**src/hw/rtl/sha_pkg.sv**
```systemverilog
// Shared types, round constants and SHA-256 mixing functions.
package sha_pkg;

	typedef struct packed {
		logic       cmd;
		logic [7:0] data_byte;
	} in_item_t;

	typedef struct packed {
		logic [31:0] digest_word;
		logic [2:0]  word_index;
		logic        last_word;
	} out_item_t;

	typedef struct packed {
		logic        msg_end;
		logic [31:0] word;
	} q_word_t;

	typedef struct packed {
		logic full;
		logic empty;
	} q_stat_t;

	localparam int QDEPTH = 4;
	localparam int QPTR_W = $clog2(QDEPTH);

	localparam logic CMD_ABSORB = 1'b0;
	localparam logic CMD_FINISH = 1'b1;

	localparam logic [0:7][31:0] H_INIT = {
		32'h6a09e667, 32'hbb67ae85, 32'h3c6ef372, 32'ha54ff53a,
		32'h510e527f, 32'h9b05688c, 32'h1f83d9ab, 32'h5be0cd19};

	localparam logic [0:63][31:0] K_TAB = {
		32'h428a2f98, 32'h71374491, 32'hb5c0fbcf, 32'he9b5dba5,
		32'h3956c25b, 32'h59f111f1, 32'h923f82a4, 32'hab1c5ed5,
		32'hd807aa98, 32'h12835b01, 32'h243185be, 32'h550c7dc3,
		32'h72be5d74, 32'h80deb1fe, 32'h9bdc06a7, 32'hc19bf174,
		32'he49b69c1, 32'hefbe4786, 32'h0fc19dc6, 32'h240ca1cc,
		32'h2de92c6f, 32'h4a7484aa, 32'h5cb0a9dc, 32'h76f988da,
		32'h983e5152, 32'ha831c66d, 32'hb00327c8, 32'hbf597fc7,
		32'hc6e00bf3, 32'hd5a79147, 32'h06ca6351, 32'h14292967,
		32'h27b70a85, 32'h2e1b2138, 32'h4d2c6dfc, 32'h53380d13,
		32'h650a7354, 32'h766a0abb, 32'h81c2c92e, 32'h92722c85,
		32'ha2bfe8a1, 32'ha81a664b, 32'hc24b8b70, 32'hc76c51a3,
		32'hd192e819, 32'hd6990624, 32'hf40e3585, 32'h106aa070,
		32'h19a4c116, 32'h1e376c08, 32'h2748774c, 32'h34b0bcb5,
		32'h391c0cb3, 32'h4ed8aa4a, 32'h5b9cca4f, 32'h682e6ff3,
		32'h748f82ee, 32'h78a5636f, 32'h84c87814, 32'h8cc70208,
		32'h90befffa, 32'ha4506ceb, 32'hbef9a3f7, 32'hc67178f2};

	function automatic logic [31:0] big_sig0(input logic [31:0] x);
		return {x[1:0], x[31:2]} ^ {x[12:0], x[31:13]} ^ {x[21:0], x[31:22]};
	endfunction

	function automatic logic [31:0] big_sig1(input logic [31:0] x);
		return {x[5:0], x[31:6]} ^ {x[10:0], x[31:11]} ^ {x[24:0], x[31:25]};
	endfunction

	function automatic logic [31:0] small_sig0(input logic [31:0] x);
		return {x[6:0], x[31:7]} ^ {x[17:0], x[31:18]} ^ {3'b000, x[31:3]};
	endfunction

	function automatic logic [31:0] small_sig1(input logic [31:0] x);
		return {x[16:0], x[31:17]} ^ {x[18:0], x[31:19]} ^ {10'b0, x[31:10]};
	endfunction

endpackage

```
**src/hw/rtl/sha_queue.sv**
```systemverilog
// Four-entry word queue between the byte packer and the compression engine.
module sha_queue import sha_pkg::*; (
	input  logic    clk,
	input  logic    arst_n,
	input  logic    push,
	input  q_word_t push_word,
	input  logic    pop,
	output q_word_t pop_word,
	output q_stat_t stat
);

	q_word_t           mem_q [QDEPTH];
	logic [QPTR_W-1:0] wr_q;
	logic [QPTR_W-1:0] rd_q;
	logic [QPTR_W:0]   cnt_q;

	assign stat.full  = (cnt_q == (QPTR_W+1)'(QDEPTH));
	assign stat.empty = (cnt_q == '0);
	assign pop_word   = mem_q[rd_q];

	always_ff @(posedge clk) begin
		if (push) begin
			mem_q[wr_q] <= push_word;
		end
	end

	always_ff @(posedge clk or negedge arst_n) begin
		if (!arst_n) begin
			wr_q  <= '0;
			rd_q  <= '0;
			cnt_q <= '0;
		end else begin
			if (push) begin
				wr_q <= wr_q + 1'b1;
			end
			if (pop) begin
				rd_q <= rd_q + 1'b1;
			end
			if (push && !pop) begin
				cnt_q <= cnt_q + 1'b1;
			end else if (pop && !push) begin
				cnt_q <= cnt_q - 1'b1;
			end
		end
	end

endmodule

```
**src/hw/rtl/sha_front.sv**
```systemverilog
// Byte packer and padding sequencer: turns absorb and finish items into block words.
module sha_front import sha_pkg::*; (
	input  logic     clk,
	input  logic     arst_n,
	input  logic     in_valid,
	output logic     in_ready,
	input  in_item_t in_data,
	output logic     push,
	output q_word_t  push_word,
	input  q_stat_t  q_stat
);

	localparam logic F_IDLE = 1'b0;
	localparam logic F_PAD  = 1'b1;

	logic        state_q;
	logic [23:0] acc_q;
	logic [5:0]  fill_q;
	logic [60:0] msg_q;
	logic [63:0] bits_q;
	logic [3:0]  widx_q;
	logic        first_q;
	logic        lenblk_q;

	logic        accept;
	logic [31:0] mark_word;
	logic [31:0] pad_word;
	logic        pad_end;

	assign in_ready = (state_q == F_IDLE) && !q_stat.full;
	assign accept   = in_valid && in_ready;
	assign pad_end  = lenblk_q && (widx_q == 4'd15);

	always_comb begin
		unique case (fill_q[1:0])
			2'd0: mark_word = 32'h8000_0000;
			2'd1: mark_word = {acc_q[7:0], 8'h80, 16'h0000};
			2'd2: mark_word = {acc_q[15:0], 8'h80, 8'h00};
			2'd3: mark_word = {acc_q[23:0], 8'h80};
			default: mark_word = 32'h8000_0000;
		endcase
		priority if (first_q) begin
			pad_word = mark_word;
		end else if (lenblk_q && widx_q == 4'd14) begin
			pad_word = bits_q[63:32];
		end else if (lenblk_q && widx_q == 4'd15) begin
			pad_word = bits_q[31:0];
		end else begin
			pad_word = '0;
		end
		if (state_q == F_PAD) begin
			push      = !q_stat.full;
			push_word = '{msg_end: pad_end, word: pad_word};
		end else begin
			push      = accept && (in_data.cmd == CMD_ABSORB) && (fill_q[1:0] == 2'd3);
			push_word = '{msg_end: 1'b0, word: {acc_q, in_data.data_byte}};
		end
	end

	always_ff @(posedge clk or negedge arst_n) begin
		if (!arst_n) begin
			state_q  <= F_IDLE;
			acc_q    <= '0;
			fill_q   <= '0;
			msg_q    <= '0;
			bits_q   <= '0;
			widx_q   <= '0;
			first_q  <= 1'b0;
			lenblk_q <= 1'b0;
		end else if (state_q == F_IDLE) begin
			if (accept && in_data.cmd == CMD_ABSORB) begin
				acc_q  <= {acc_q[15:0], in_data.data_byte};
				fill_q <= fill_q + 1'b1;
				msg_q  <= msg_q + 1'b1;
			end else if (accept) begin
				bits_q   <= {msg_q, 3'b000};
				widx_q   <= fill_q[5:2];
				first_q  <= 1'b1;
				lenblk_q <= (fill_q < 6'd56);
				state_q  <= F_PAD;
			end
		end else if (push) begin
			first_q <= 1'b0;
			widx_q  <= widx_q + 1'b1;
			if (widx_q == 4'd15) begin
				if (lenblk_q) begin
					fill_q  <= '0;
					msg_q   <= '0;
					state_q <= F_IDLE;
				end else begin
					lenblk_q <= 1'b1;
				end
			end
		end
	end

endmodule

```
**src/hw/rtl/sha_back.sv**
```systemverilog
// Compression engine: one round per cycle if fed, rolling schedule, digest register.
module sha_back import sha_pkg::*; (
	input  logic      clk,
	input  logic      arst_n,
	input  q_word_t   q_word,
	input  q_stat_t   q_stat,
	output logic      pop,
	output logic      out_valid,
	input  logic      out_ready,
	output out_item_t out_data
);

	localparam logic [1:0] B_LOAD = 2'd0;
	localparam logic [1:0] B_EXP  = 2'd1;
	localparam logic [1:0] B_ADD  = 2'd2;
	localparam logic [1:0] B_OUT  = 2'd3;

	logic [1:0]  state_q;
	logic [5:0]  rnd_q;
	logic [2:0]  oidx_q;
	logic        last_q;
	logic [31:0] hash_q [8];
	logic [31:0] v_q [8];
	logic [31:0] w_q [16];
	logic        out_valid_q;
	out_item_t   out_q;

	logic [31:0] vin [8];
	logic [31:0] w_new;
	logic [31:0] wt;
	logic [31:0] t1;
	logic [31:0] t2;
	logic        step;
	logic        load_out;

	assign out_valid = out_valid_q;
	assign out_data  = out_q;
	assign pop       = (state_q == B_LOAD) && !q_stat.empty;
	assign step      = pop || (state_q == B_EXP);
	assign load_out  = (state_q == B_OUT) && (!out_valid_q || out_ready);

	always_comb begin
		for (int i = 0; i < 8; i++) begin
			vin[i] = (rnd_q == '0) ? hash_q[i] : v_q[i];
		end
		w_new = small_sig1(w_q[14]) + w_q[9] + small_sig0(w_q[1]) + w_q[0];
		wt    = (state_q == B_LOAD) ? q_word.word : w_new;
		t1    = vin[7] + big_sig1(vin[4]) + ((vin[4] & vin[5]) ^ (~vin[4] & vin[6]))
			+ K_TAB[rnd_q] + wt;
		t2    = big_sig0(vin[0]) + ((vin[0] & vin[1]) ^ (vin[0] & vin[2]) ^ (vin[1] & vin[2]));
	end

	always_ff @(posedge clk) begin
		if (step) begin
			for (int i = 0; i < 15; i++) begin
				w_q[i] <= w_q[i+1];
			end
			w_q[15] <= wt;
			v_q[0]  <= t1 + t2;
			v_q[1]  <= vin[0];
			v_q[2]  <= vin[1];
			v_q[3]  <= vin[2];
			v_q[4]  <= vin[3] + t1;
			v_q[5]  <= vin[4];
			v_q[6]  <= vin[5];
			v_q[7]  <= vin[6];
		end
	end

	always_ff @(posedge clk or negedge arst_n) begin
		if (!arst_n) begin
			state_q     <= B_LOAD;
			rnd_q       <= '0;
			oidx_q      <= '0;
			last_q      <= 1'b0;
			out_valid_q <= 1'b0;
			out_q       <= '0;
			for (int i = 0; i < 8; i++) begin
				hash_q[i] <= H_INIT[i];
			end
		end else begin
			if (out_ready && !load_out) begin
				out_valid_q <= 1'b0;
			end
			unique case (state_q)
				B_LOAD: begin
					if (pop) begin
						rnd_q <= rnd_q + 1'b1;
						if (rnd_q == 6'd15) begin
							last_q  <= q_word.msg_end;
							state_q <= B_EXP;
						end
					end
				end
				B_EXP: begin
					rnd_q <= rnd_q + 1'b1;
					if (rnd_q == 6'd63) begin
						state_q <= B_ADD;
					end
				end
				B_ADD: begin
					for (int i = 0; i < 8; i++) begin
						hash_q[i] <= hash_q[i] + v_q[i];
					end
					oidx_q  <= '0;
					state_q <= last_q ? B_OUT : B_LOAD;
				end
				B_OUT: begin
					if (load_out) begin
						out_valid_q <= 1'b1;
						out_q       <= '{digest_word: hash_q[oidx_q], word_index: oidx_q,
							last_word: (oidx_q == 3'd7)};
						oidx_q      <= oidx_q + 1'b1;
						if (oidx_q == 3'd7) begin
							for (int i = 0; i < 8; i++) begin
								hash_q[i] <= H_INIT[i];
							end
							state_q <= B_LOAD;
						end
					end
				end
				default: state_q <= B_LOAD;
			endcase
		end
	end

endmodule

```
**src/hw/rtl/sha256_stream_hasher.sv**
```systemverilog
// Top level of the SHA-256 byte stream hasher.
//
//  channel | valid     | ready     | word
//  --------+-----------+-----------+-------------------------------------------
//  in      | in_valid  | in_ready  | in_data: cmd, data_byte
//  out     | out_valid | out_ready | out_data: digest_word, word_index, last_word
//
// Absorb bytes are taken one per cycle while the four-entry word queue has room and no padding runs.
// Each 64-byte block takes 64 rounds, one per cycle while words are available, then the hash add.
// Finish pads the current block, then one or two blocks compress before 8 digest words.
// Reset empties the queue, clears counters and loads the initial hash values at once; no clearing pass.
// The packer stalls on a full queue; the engine stalls on an empty queue or out_ready low.
module sha256_stream_hasher import sha_pkg::*; (
	input  logic      clk,
	input  logic      arst_n,
	input  logic      in_valid,
	output logic      in_ready,
	input  in_item_t  in_data,
	output logic      out_valid,
	input  logic      out_ready,
	output out_item_t out_data
);

	logic    push;
	q_word_t push_word;
	logic    pop;
	q_word_t pop_word;
	q_stat_t q_stat;

	sha_front u_front (
		.clk       (clk),
		.arst_n    (arst_n),
		.in_valid  (in_valid),
		.in_ready  (in_ready),
		.in_data   (in_data),
		.push      (push),
		.push_word (push_word),
		.q_stat    (q_stat)
	);

	sha_queue u_queue (
		.clk       (clk),
		.arst_n    (arst_n),
		.push      (push),
		.push_word (push_word),
		.pop       (pop),
		.pop_word  (pop_word),
		.stat      (q_stat)
	);

	sha_back u_back (
		.clk       (clk),
		.arst_n    (arst_n),
		.q_word    (pop_word),
		.q_stat    (q_stat),
		.pop       (pop),
		.out_valid (out_valid),
		.out_ready (out_ready),
		.out_data  (out_data)
	);

	a_no_overflow: assert property (@(posedge clk) disable iff (!arst_n)
		q_stat.full |-> !push || pop)
		else $error("word queue overflow");

	a_no_underflow: assert property (@(posedge clk) disable iff (!arst_n)
		q_stat.empty |-> !pop)
		else $error("word queue underflow");

	a_finish_blocks: assert property (@(posedge clk) disable iff (!arst_n)
		in_valid && in_ready && in_data.cmd == CMD_FINISH |=> !in_ready)
		else $error("input taken during padding");

	a_last_index: assert property (@(posedge clk) disable iff (!arst_n)
		out_valid && out_data.last_word |-> out_data.word_index == 3'd7)
		else $error("last word flag on wrong index");

endmodule
```
**config.mk**
```make
export PLATFORM = sky130hd
export DESIGN_NAME = sha256_stream_hasher
export DESIGN_NICKNAME = d
export VERILOG_FILES = /design/src/hw/rtl/sha_pkg.sv /design/src/hw/rtl/sha_queue.sv /design/src/hw/rtl/sha_front.sv /design/src/hw/rtl/sha_back.sv /design/src/hw/rtl/sha256_stream_hasher.sv
export SDC_FILE = /design/constraint.sdc
export NUM_CORES = 2
export LEC_CHECK = 0
export BUFFER_PORTS_ARGS = -buffer_cell sky130_fd_sc_hd__buf_2
export CAP_MARGIN = 20
export CORE_ASPECT_RATIO = 1.75
export CORE_MARGIN = 1.5
export CORE_UTILIZATION = 65
export CTS_BUF_LIST = sky130_fd_sc_hd__clkbuf_8
export DETAILED_ROUTE_END_ITERATION = 10
export PLACE_DENSITY = 0.93
export SLEW_MARGIN = 20
export SYNTH_ARGS = -nofsm -noshare
export SYNTH_HDL_FRONTEND = slang
export SYNTH_SLANG_ARGS = --single-unit
```
**constraint.sdc**
```tcl
create_clock -name clk -period 47.1 [get_ports clk]
set_input_delay 7.065 -clock clk [delete_from_list [all_inputs] [get_ports clk]]
set_output_delay 7.065 -clock clk [all_outputs]
set_load 0.01 [all_outputs]
```
# == Word level (Yosys, flattened, before mapping) ==
# Memory sizes are Yosys's and may differ from the RTL's.
# Index checks and enable logic that the tools add are counted.
# totals
regBits,471
ramBits,900
rom_bits,2048
elab_cells,215
mem_count,4
# classes
add_sub_neg,27
n_lt_le_gt_ge,3
n_eq_ne,21
mux,72
bitwise_logic,22
n_reduce_logical,39
# memory_table
memory,depth,word_bits,read_ports,rd_clocked_by_memory_dff,wr,line,source
(no name shown),64,32,1,0,0,sha_back.sv:49,+ K_TAB[rnd_q] + wt;
u_back.w_q,16,32,16,0,16,sha_back.sv:24,logic [31:0] w_q [16];
u_back.v_q,8,32,8,0,8,sha_back.sv:23,logic [31:0] v_q [8];
u_queue.mem_q,4,33,1,0,1,sha_queue.sv:12,q_word_t mem_q [QDEPTH];
# ops
operator,n
32-bit adder,18
256-bit two-way mux,2
32-bit two-way mux,16
256-bit one-hot mux with 2 select lines,1
61-bit two-way mux,5
32-bit XOR,9
32-bit AND,5
32-bit one-hot mux with 4 select lines,1
32-bit binary-select mux with 3-bit select,1
61-bit by 1-bit adder with 61-bit output (second input constant),1
6-bit two-way mux,6
33-bit two-way mux,1
32-bit inverter,1
32-bit by 22-bit XOR with 32-bit output,1
32-bit by 29-bit XOR with 32-bit output,1
1-bit two-way mux,23
4-bit two-way mux,4
6-bit by 1-bit adder with 6-bit output (second input constant),2
2-bit two-way mux,6
6-bit one-hot mux with 2 select lines,1
3-bit AND reduction,4
1-bit logical AND,11
2-bit inequality test (second input constant),5
2-bit nonzero test,5
other kinds (28),54

# == Longest topological paths before layout ==
# depth
depth_word,11
depth_mapped,44
ltp_nobuf,42

# == By module ==
# Synthesis repeated with hierarchy kept, for this count alone.
# hier_totals
cells_unflattened,7104
area_unflattened_um2,79892.9
# modules_own_cells
module,instances,cells_per_inst,area_each_um2
sha_back,1,5970,66677.7
sha_front,1,927,8007.7
sha_queue,1,207,5207.5

# == Worst setup path before layout ==
# OpenSTA, ideal clock, no wires.
# synth_path
path_kind,flip-flop to flip-flop
from,register u_back.state_q[1]
to,register u_back.rnd_q[3]
arrival_ns,41.835
t_required_ns,46.906
path_slack_ns,5.071
stages_incl_launch_ff,5
n_path_buf,1
period_less_slack_ns,42.029
cell_sequence,dfrtp_1 -> clkbuf_1 -> a21oi_1 -> nand3_1 -> xnor2_1
# synth_between
elab_chain_len,4
word_cells_on_any_way,7
classes_between,2 x eq/ne; 1 x mux; 4 x reduce/logical
# synth_lines
item,line,source
"start, declared",sha_back.sv:18,logic [1:0] state_q;
"start signal, assigned",sha_back.sv:106,state_q <= last_q ? B_OUT : B_LOAD;
2-bit zero test,"sha_back.sv:38, sha_back.sv:85",
1-bit logical AND,sha_back.sv:38,assign pop = (state_q == B_LOAD) && !q_stat.empty;
2-bit by 1-bit inequality test with 1-bit output (no source line),n/a,
2-bit AND reduction (no source line),n/a,
"end signal, assigned",sha_back.sv:88,rnd_q <= rnd_q + 1'b1;
"end signal, assigned",sha_back.sv:96,rnd_q <= rnd_q + 1'b1;
"end, declared",sha_back.sv:19,logic [5:0] rnd_q;
# Several ways; a longest one is shown, not always the timed one.
# A chain may end at the register's enable or synchronous reset.

==> metrics.md <==
| Metric | Value |
|---|---|
| Status | `completed` |
| Maximum fanout along the worst path | `slightly above 100` |
| First-pass GRT wire length | `380800 um` |
| Global-route usage over all layers | `0.4225` |
| Max Slew Vio Count | `0` |
| Critical path buffer and inverter count | `5` |
| DRT Wirelength | `between 200000 and 300000 um` |
| Drt pass-1 iters | `8` |
| Synth warn | `0` |
| Net count after synthesis | `about 7300` |
| WP data arrival | `12.19 ns` |
| Most frequent cells in the layout | `900 x edfxtp_1, 476 x inv_1, 475 x a21oi_1` |
| Post-Route Setup TNS | `0 ns` |
| Commonest non-fill, non-tap cell in the layout | `edfxtp_1` |
| Critical Path Sink Type | `register` |
| Hold crit path type | `register to register` |
| Worst Tran Pin Value | `around 1.2 ns` |
| Worst-Skew Late Latency | `just under 1 ns` |
| Max Clock Skew | `between 0.09 and 0.1 ns` |
| Post-Synth Simple-Gate Area | `0.07588` |
| Full die area | `between 100000 and 150000 um2` |
| Clock transition at path regs | `about 0.08 ns` |
| Cts repair resizes | `0` |
| Largest family of logic cells by synthesized area | `compound AO/OA/AOI/OAI gates` |
| Setup Fix Bufs, Post-CTS | `0` |
| Reg-to-Reg Start | `u_back.rnd_q[0]` |
| IO Pins | `51` |
| Synth Area in XOR/XNOR | `0.07191` |
| Final setup viols | `0` |
| Most frequently used flop master after synthesis | `edfxtp_1` |
| Core area | `~120000 um2` |
| DP HPWL | `between 150000 and 200000 um` |
| # rows | `approximately 170` |
| Hold Crit Depth | `0` |
| Seq/Total Area, Yosys | `0.4915` |
| Synth Area in Compound Gates | `0.1252` |
| Maximum clock path buffer count | `3` |
| Placer Congestion | `1.014` |
| Fin. Hold Viols | `0` |
| Gr ovfl total | `0` |
| Cells after DPL | `between 8000 and 9000` |
| H-tree Lvls | `4` |
| Slew headroom | `0.1659` |
| Initial antenna violation count | `8` |
| Critical path launch point type | `register` |
| Req. time, crit path | `around 48 ns` |
| Synth top area cells | `edfxtp_1 34%, dfrtp_1 11%, ha_1 6.5%` |
| Layout cells sized above 1 | `0.1416` |
| Worst path most repeated cell | `fa_1` |
| Fmax | `around 87 MHz` |
| Max incr delay on CP | `~1 ns` |
| Drc violations | `0` |
| CP max stage cell | `mux2i_1` |
| Syn Inst Count | `6694` |
| # clock sinks | `between 1000 and 1500` |
| Root Driver | `clkbuf_8` |
| Post-Synth Adder-Cell Area | `0.1171` |
| RSZ-0062 raised after global routing | `false` |
| Max-capacitance violation count | `0` |
| Crit path depth | `37` |
| Synth Area per Inst | `between 10 and 15 um2` |
| CP delay by family, top | `compound AO/OA/AOI/OAI gates` |
| Vias in the first global route | `60200` |
| Finished Cell Area | `around 86000 um2` |
| Die height | `approximately 470 um` |
| Largest net degree at the start of global routing | `220` |
| Cell depth of the worst flop-to-flop path | `37` |
| DR WL/cell | `~30 um` |
| Worst hold start | `u_back.w_q[0][119]` |
| Port Buf Inserts | `50` |
| Ys async rst share | `0.3435` |
| CTS buffer count | `192` |
| Mux cell area share after synthesis | `0.08833` |
| Non-Filler Instances | `between 8000 and 9000` |
| Drt first-iter violations | `between 7000 and 8000` |
| Final worst-path cycle share | `0.2439` |
| CTS tree | `done` |
| Crit path from | `u_back.rnd_q[0]` |
| Cell Area, Synth | `79310 um2` |
| Die width | `267.1 um` |
| Routed Antenna Nets | `0` |
| Placed inst area | `81620 um2` |
| Top cell type's share of synthesized area | `0.3408` |
| Layout Nets | `about 7400` |
| Seq cells post-synth | `around 1400` |
| Fin crit period | `11.49 ns` |
| Post-synth EDFFs | `900` |
| Hold_buf cts | `0` |
| Via count | `approximately 59000` |
| Synth area leader | `edfxtp_1` |
| Area growth syn-to-layout | `7.961%` |
| Yosys cell types | `about 100` |
| Vias per cell | `6.856` |
| CP Class | `register to register` |
| Starting Density | `0.6546` |
## per-stage QoR
step           setup slack, ns  hold WS [ns]  utilization
3_3_place_gp             35.87        0.4005       0.6735
6_report                 35.61        0.3927       0.7067
5_1_grt                  35.18        0.4136       0.7066
2_1_floorplan            5.071        0.4003            -
4_1_cts                  35.86        0.4012       0.7058
3_5_place_dp             35.90        0.4045       0.6736
## kinds of logic (layout without fill, tap and decap cells)
| logic type | Yosys count | in the layout |
|---|---|---|
| other | 0 | 6 |
| XOR/XNOR | 648 | 648 |
| flip-flops | 1371 | 1371 |
| AO/OA/AOI/OAI | 1577 | 1577 |
| buffers and inverters | 627 | 909 |
| adder cells (fa/ha/maj) | 628 | 628 |
| AND/OR/NAND/NOR | 1308 | 1308 |
| multiplexers | 535 | 535 |
## cell usage after synthesis, types with 44 or more instances
library cell  count
edfxtp_1        900
a21oi_1         477
xnor2_1         448
nand2_1         417
ha_1            415
nor2_1          413
inv_1           402
o21ai_0         385
dfrtp_1         335
mux2_2          266
xor2_1          198
fa_1            196
a21o_1          189
mux2i_1         163
clkbuf_1        159
dfstp_2         136
mux4_2          102
nand3_1          97
nor3_1           81
nand2b_1         75
o21a_1           66
a22oi_1          53
and3_1           47
buf_1            47
o21bai_1         44
## path summary, 6_finish.rpt
check                                     endpoint  slack (ns)
worst max-delay path             u_back.v_q[0][30]       35.61
worst min-delay path             u_back.w_q[0][87]        0.39
worst max register to register   u_back.v_q[0][30]       35.61
worst min register to register   u_back.w_q[0][87]        0.39
max in group asynchronous          u_back.rnd_q[3]       38.50
min in group asynchronous       u_back.hash_q[196]        6.15
## registers in the layout, summed over array words and instances (netlist names), 2 cells and up
register and flops:
u_back.w_q 512, u_back.hash_q 256, u_back.v_q 256, u_queue.mem_q 132, u_front.bits_q 61, u_front.msg_q 61
u_back.out_data 36, u_front.acc_q 24, u_back.rnd_q 6, u_front.fill_q 6, u_front.widx_q 4, u_back.oidx_q 3
u_queue.cnt_q 3, u_back.state_q 2, u_queue.rd_q 2, u_queue.wr_q 2
## layer usage
metal / part of all wire / routed length (um) / up-vias / GRT usage
met5: 0.00011 / 28 / - / 0
met4: 0.13 / 34290 / 4 / 0.4372
met3: 0.087 / 22740 / 1492 / 0.09769
met2: 0.48 / 125100 / 4115 / 0.6964
met1: 0.30 / 78390 / 28760 / 0.4266
li1: - / - / 24630 / -
## area by class of cell
cell class / count / area, um2
timing repair buffer: 147 / 1071
antenna: 6 / 15.01
inverter: 406 / 1524
multi-input combinational: 4696 / 38090
clock buffer: 214 / 2945
clock inverter: 142 / 955.9
tap: 1624 / 2032
sequential: 1371 / 38990
fill: 7776 / 35540
Power is not shown: default switching activity piles up to over one toggle a cycle in this logic, so the estimate is an artifact.
